File: src/design/dglcd_pkg.sv
// Shared types, constants and helper functions for the two-half graphic LCD controller.
// No dependencies; the top and dglcd_half refer to it by scoped names.
`default_nettype none

package dglcd_pkg;

    // Geometry of one half
    localparam int COLUMNS_PER_HALF = 64;
    localparam int PAGE_COUNT       = 8;
    localparam int HALF_DEPTH       = PAGE_COUNT * COLUMNS_PER_HALF;
    localparam int ADDR_W           = (HALF_DEPTH > 1) ? $clog2(HALF_DEPTH) : 1;
    localparam int COL_W            = $clog2(COLUMNS_PER_HALF);
    localparam int PAGE_W           = (PAGE_COUNT > 1) ? $clog2(PAGE_COUNT) : 1;

    // Bus access codes
    localparam logic OP_WRITE = 1'b0;
    localparam logic OP_READ  = 1'b1;
    localparam logic RS_INSTR = 1'b0;
    localparam logic RS_DATA  = 1'b1;

    // Instruction bytes and masks
    localparam logic [7:0] INSTR_DISP_OFF = 8'h3E;
    localparam logic [7:0] INSTR_DISP_ON  = 8'h3F;
    localparam logic [7:0] INSTR_COL      = 8'h40;
    localparam logic [7:0] INSTR_COL_MASK = 8'hC0;
    localparam logic [7:0] INSTR_PAGE     = 8'hB8;
    localparam logic [7:0] INSTR_PAGE_MSK = 8'hF8;
    localparam logic [7:0] INSTR_LINE     = 8'hC0;
    localparam logic [7:0] INSTR_LINE_MSK = 8'hC0;

    // Status bytes: busy and reset always clear, bit 5 flags display off
    localparam logic [7:0] STATUS_ON  = 8'h00;
    localparam logic [7:0] STATUS_OFF = 8'h20;

    typedef enum logic [2:0] {
        CMD_NONE,
        CMD_DISP,
        CMD_COL,
        CMD_PAGE,
        CMD_LINE
    } dglcd_cmd_t;

    // Per-half control from the sequencer
    typedef struct packed {
        logic       instr_we;
        logic       col_adv;
        logic [7:0] instr;
    } dglcd_half_ctl_t;

    // Per-half status toward the sequencer
    typedef struct packed {
        logic              disp_on;
        logic [ADDR_W-1:0] addr;
    } dglcd_half_st_t;

    function automatic dglcd_cmd_t decode_instr(logic [7:0] b);
        dglcd_cmd_t c;
        c = CMD_NONE;
        if (b == INSTR_DISP_OFF || b == INSTR_DISP_ON)
            c = CMD_DISP;
        else if ((b & INSTR_COL_MASK) == INSTR_COL)
            c = CMD_COL;
        else if ((b & INSTR_PAGE_MSK) == INSTR_PAGE)
            c = CMD_PAGE;
        else if ((b & INSTR_LINE_MSK) == INSTR_LINE)
            c = CMD_LINE;
        return c;
    endfunction

    // Fold a 6-bit column argument into the half's column range
    function automatic logic [COL_W-1:0] col_wrap(logic [5:0] v);
        logic [6:0] t;
        t = {1'b0, v};
        for (int i = 0; i < 8; i++)
        begin
            if (t >= 7'(COLUMNS_PER_HALF))
                t = t - 7'(COLUMNS_PER_HALF);
        end
        return COL_W'(t);
    endfunction

    // Fold a 3-bit page argument into the page range
    function automatic logic [PAGE_W-1:0] page_wrap(logic [2:0] v);
        logic [3:0] t;
        t = {1'b0, v};
        for (int i = 0; i < 8; i++)
        begin
            if (t >= 4'(PAGE_COUNT))
                t = t - 4'(PAGE_COUNT);
        end
        return PAGE_W'(t);
    endfunction

    function automatic logic [COL_W-1:0] col_inc(logic [COL_W-1:0] c);
        logic [COL_W:0] n;
        n = {1'b0, c} + (COL_W+1)'(1);
        return (n >= (COL_W+1)'(COLUMNS_PER_HALF)) ? '0 : COL_W'(n);
    endfunction

    function automatic logic [ADDR_W-1:0] cell_addr(logic [PAGE_W-1:0] p,
                                                   logic [COL_W-1:0] c);
        return ADDR_W'(ADDR_W'(p) * ADDR_W'(COLUMNS_PER_HALF)) + ADDR_W'(c);
    endfunction

endpackage

`default_nettype wire

File: src/design/dglcd_half.sv
// Address and display-on registers of one display half, with instruction decode.
// Depends on dglcd_pkg.
`default_nettype none

module dglcd_half (
    input  wire logic                      clk,
    input  wire logic                      rst_n,
    input  wire dglcd_pkg::dglcd_half_ctl_t ctl,
    output dglcd_pkg::dglcd_half_st_t      st
);

    logic [dglcd_pkg::PAGE_W-1:0] page_reg, page_next;
    logic [dglcd_pkg::COL_W-1:0]  col_reg, col_next;
    logic                         disp_on_reg, disp_on_next;
    dglcd_pkg::dglcd_cmd_t        cmd;

    assign cmd = dglcd_pkg::decode_instr(ctl.instr);

    // Apply an instruction or advance the column after a data access.
    // The start line only moves the scan origin, so its command changes nothing here.
    always_comb
    begin
        page_next    = page_reg;
        col_next     = col_reg;
        disp_on_next = disp_on_reg;
        if (ctl.col_adv)
            col_next = dglcd_pkg::col_inc(col_reg);
        else if (ctl.instr_we)
        begin
            unique case (cmd)
                dglcd_pkg::CMD_DISP: disp_on_next = ctl.instr[0];
                dglcd_pkg::CMD_COL:  col_next = dglcd_pkg::col_wrap(ctl.instr[5:0]);
                dglcd_pkg::CMD_PAGE: page_next = dglcd_pkg::page_wrap(ctl.instr[2:0]);
                dglcd_pkg::CMD_LINE: ;
                dglcd_pkg::CMD_NONE: ;
                default: ;
            endcase
        end
    end

    always_ff @(posedge clk or negedge rst_n)
    begin
        if (!rst_n)
        begin
            page_reg    <= '0;
            col_reg     <= '0;
            disp_on_reg <= 1'b0;
        end
        else
        begin
            page_reg    <= page_next;
            col_reg     <= col_next;
            disp_on_reg <= disp_on_next;
        end
    end

    assign st.disp_on = disp_on_reg;
    assign st.addr    = dglcd_pkg::cell_addr(page_reg, col_reg);

endmodule

`default_nettype wire

File: config.mk
export PLATFORM = sky130hd
export DESIGN_NAME = dglcd_half
export DESIGN_NICKNAME = d
export VERILOG_FILES = /design/src/design/dglcd_pkg.sv /design/src/design/dglcd_half.sv
export SDC_FILE = /design/constraint.sdc
export NUM_CORES = 1
export LEC_CHECK = 0
export CELL_PAD_IN_SITES_DETAIL_PLACEMENT = 0
export CELL_PAD_IN_SITES_GLOBAL_PLACEMENT = 1
export CORE_AREA = 2 2 43 45
export CTS_BUF_LIST = sky130_fd_sc_hd__clkbuf_16
export DETAILED_ROUTE_END_ITERATION = 8
export DIE_AREA = 0 0 45 47
export DONT_BUFFER_PORTS = 1
export HOLD_SLACK_MARGIN = 0.15
export PLACE_DENSITY = 0.64
export SLEW_MARGIN = 0
export SYNTH_ARGS = -nofsm -noshare
export SYNTH_HDL_FRONTEND = slang
export SYNTH_SLANG_ARGS = --single-unit
File: constraint.sdc
create_clock -name clk -period 1.1 [get_ports clk]
set_input_delay 0 -clock clk [delete_from_list [all_inputs] [get_ports clk]]
set_output_delay 0 -clock clk [all_outputs]
set_load 0.1 [all_outputs]
**Word level (Yosys, flattened, before mapping)**

Cells that the tools add are included.

- Flip-flop bits (word level): 10
- Input port bits: 12
- Output and inout bits: 10
- Logic and storage cells: 29

- Add/subtract/negate cells: 2
- Order comparisons: 1
- Equality and inequality tests: 8
- Multiplexer cells: 8
- Bitwise logic cells: 1
- Reductions and logical operators: 6

Operators by type and width:

| operator | number |
|---|---|
| 2-to-1 mux 6 bit | 4 |
| == test 8 x 6 -> 1 bit (second input constant) | 2 |
| 2-to-1 mux 3 bit | 4 |
| adder 9 x 6 -> 9 bit | 1 |
| adder 6 x 1 -> 7 bit (second input constant) | 1 |
| >= comparator 7 bit (second input constant) | 1 |
| == test 3 x 2 -> 1 bit (second input constant) | 2 |
| AND reduction 3 bit | 2 |
| == test 5 bit (second input constant) | 1 |
| nonzero test 2 bit | 2 |
| == test 3 x 1 -> 1 bit (second input constant) | 1 |
| == test 2 x 1 -> 1 bit (second input constant) | 1 |
| == test 2 bit (second input constant) | 1 |
| AND reduction 2 bit | 1 |
| logical OR 1 bit | 1 |
| inverter 1 bit | 1 |

**Logic depth before layout (Yosys ltp)**

- Depth after elaboration: 9
- Mapped depth: 4
- Depth with buffers taken out: 4

**Worst setup path after synthesis**

No wires, ideal clock.

- Path kind: flip-flop to flip-flop
- Start point: reg col_reg[2] in the netlist's numbering
- End point: reg col_reg[3] in the netlist's numbering
- Setup time: 0.074 ns
- Arrival: 1.786 ns
- Required time: 1.026 ns
- Setup slack: -0.760 ns
- Cell stages (with the launch flop): 4
- Buffers on the path: 0
- Clock period less this slack: 1.860 ns
- Cell sequence: dfrtp_1 nand3_1 or3b_2 nand4_1

- Longest elaborated chain between the ends: 4

RTL lines:

| what | line | RTL |
|---|---|---|
| start: declaration | dglcd_half.sv:13 | `logic [dglcd_pkg::COL_W-1:0] col_reg, col_next;` |
| start signal: assignment | dglcd_half.sv:52 | `col_reg <= col_next;` |
| adder 6 x 1 -> 7 bit (*) | dglcd_pkg.sv:96 | `n = {1'b0, c} + (COL_W+1)'(1);` |
| >= comparator 7 bit | dglcd_pkg.sv:97 | `return (n >= (COL_W+1)'(COLUMNS_PER_HALF)) ? '0 : COL_W'(n);` |
| 2-to-1 mux 6 bit (*) | dglcd_pkg.sv:97 |  |
| 2-to-1 mux 6 bit (*) | dglcd_half.sv:26 | `if (ctl.col_adv)` |

Every way passes the cells marked *; elsewhere a longest branch is shown, timed or not.
A chain may end at the register's enable or synchronous reset.

**Worst setup path in the final report**

- Start point: reg col_reg[1] in the netlist's numbering
- End point: reg col_reg[4] in the netlist's numbering

Same word-level chain as after synthesis.

==> impl_metrics.tcl <==
set metrics [dict create \
    crit_required_ns 1.23 \
    synth_area_per_cell_um2 11.4 \
    synth_fp_nets 68 \
    fp.dieW_um 45 \
    power_density_nw_per_um2 3050 \
    place.port_buffers 0 \
    ys.flop_type "dfrtp_1" \
    finalClockSkew_ns 0.00207 \
    ir_worst_vdd_mv 1.97 \
    hold_slack_ns -0.151 \
    cts_buffers 3 \
    nNetsFinal 88 \
    cts_tree "done" \
    p_comb_share_pct 51.9 \
    die_height_um 47 \
    critPathLaunch "col_reg[1]" \
    cts_buffer_depth 2 \
    ff2ff_setup_slack_ns -0.02 \
    final_common_cell "buf_4" \
    violations "hold timing, setup timing" \
    fin_ws_ns -0.0246 \
    max_freq_mhz 889 \
    seq_area_frac_synth_pct 39.8 \
    dr_total_vias 530 \
    grt_pass1_vias 533 \
    htree_levels 1 \
    cp.arrival_ns 1.25 \
    seqPwrFrac_pct 24.9 \
    rows 15 \
    clock_tree.root_cell "clkbuf_16" \
    power.switching_mw 1.44 \
    r2r_start "col_reg[1]" \
    placedCellCount 80 \
    hold_end "col_reg[0]" \
    grt_max_degree 18 \
    start_util_pct 38.1 \
    grt_usage_pct 16.7 \
    drive_gt1_share_pct 54.1 \
    worstSetupPathType "flop to flop" \
    layout_min_cycle_time_ns 1.12 \
    dieArea_um2 2120 \
    cts_sinks 10 \
    multiInputGateArea_um2 407 \
    diodes 0 \
    r2r_cells 4 \
    yosys_warnings 0 \
    dp_hpwl_um 1100 \
    io_pins 22 \
    end_kind "flop" \
    synth_edf_count 0 \
    worst_pin_slew_ns 0.475 \
    clk_pin_slew_worst_paths_ns 0.04 \
    layout_common_cells "buf_4 (12), dlygate4sd3_1 (6), dfrtp_4 (5)" \
    crit_path_max_fanout 4 \
    antenna_found_initial 0 \
    dr.pass1.iters 4 \
    clkPwrFrac_pct 23.2 \
    mappedNetlistArea_um2 629 \
    postSynthCellCount 55 \
    clock_latency_ns 0.24 \
    cap_viol_max_count 0 \
    area_growth_syn_to_layout_pct 49.1 \
    stdcell_count 91 \
    status "finished with violations" \
    utilization_pct 56.8 \
    drt-wirelength-per-cell_um 16.9 \
    setup_viol 3 \
    min_from "ctl[8]" \
    holdBufCountCts 6 \
    report.final.slew_viol_count 0 \
    grt_pass1_wl_um 2410 \
    min_path_cells 1 \
    seqCellArea_um2 274 \
    routed_wl_um 1540 \
    intPower_mw 1.42 \
    worstHoldPathType "input port to flop" \
    reg2reg_to "col_reg[4]" \
    drtAntennaViolNets 0 \
    via_per_inst 5.82 \
    largest_register_ffs 6 \
    synthArstFlopShare_pct 100 \
    post-route-period-util_pct 102 \
    core_um2 1650 \
    rsz0062_at_grt "true" \
    fill_cells 140 \
    drc 0 \
    ys_seq_elements 10 \
    synth_cell_type_count 28 \
    hold_violations 4 \
    drtIter0Drc 8 \
    slew_headroom_pct 68.2 \
    p_leak_nw 0.424 \
    switching_share_pct 50.4 \
    finalWeightedCongestion 0.792 \
    cp-start-kind "flop" \
    gr-total-overflow 0 \
]
## area by class of cell
type,instances,share of cell area [%]
Inverter,2,0.800
Sequential cell,10,29.2
Tap cell,17,2.27
Clock buffer,3,8.00
Clock inverter,1,0.400
Timing Repair Buffer,18,16.0
Multi-Input combinational cell,40,43.3
## power by group through the flow
stage	sequential (mW)	combinational, mW	clock, mW
after floorplan	1.48	0.305	0
after global placement	0.685	1.36	0
after detailed placement	0.698	1.37	0
after CTS	0.689	1.45	0.667
after global routing	0.737	1.55	0.684
final	0.712	1.48	0.662
## worst max-delay path by stage
| stage | end | cells after the start |
|---|---|---|
| after floorplan | col_reg[5] | 3 |
| after global placement | col_reg[5] | 4 |
| after detailed placement | col_reg[5] | 4 |
| after CTS | col_reg[5] | 4 |
| after global routing | col_reg[4] | 4 |
| final | col_reg[4] | 4 |
## cell usage after synthesis, types with 2 or more instances
cell / count / share of area (%)
o21a_1: 2 / 2.4
nand3_1: 5 / 4.0
o21ai_0: 2 / 1.6
mux2i_1: 4 / 6.4
and4b_1: 2 / 3.2
or3b_2: 2 / 2.8
inv_1: 2 / 1.2
nand2_1: 5 / 3.0
mux2_4: 3 / 7.2
dfrtp_1: 10 / 40
## metrics by stage
stage          TNS [ns]  power (mW)  hold WS (ns)  setup WS, ns  area [um^2]
2_1_floorplan    -0.832        1.78        -0.296        -0.205          681
3_3_place_gp   -0.00978        2.04        -0.295      -0.00978          761
3_5_place_dp    -0.0449        2.07        -0.295       -0.0319          761
4_1_cts         -0.0362        2.80        -0.154       -0.0223          915
5_1_grt          -0.286        2.97        -0.150       -0.0823          938
6_report        -0.0465        2.86        -0.151       -0.0246          938
## per-layer routing
layer / global-route usage (%) / share of wire [%] / vias up
met3: 4.62 / 5.7 / 4
met1: 21.0 / 45 / 257
met5: 0 / 0 / -
met4: 12.4 / 2.4 / 0
li1: - / - / 251
met2: 24.6 / 47 / 18
## critical path, cell delays in order, from the launching register on
cell	delay, ns
dfrtp_4	0.51
ha_4	0.20
nand3_2	0.07
mux2i_1	0.07
o21a_1	0.16
## timing repair
item                                    CTS  global route
resized for setup                         1             4
endpoints found under the hold margin    20            10
endpoints found under the setup margin    3             4
pin swaps                                 2             2
buffers inserted                          1             0
gates cloned                              0             0
## cell families after synthesis
logic type | synth area share (%)
compound gates | 12.1
simple gates | 25.8
mux | 15.3
buf+inv | 4.97
fa+ha+maj | 1.99
flops | 39.8
Note: power is estimated with default switching activity, not from simulation.
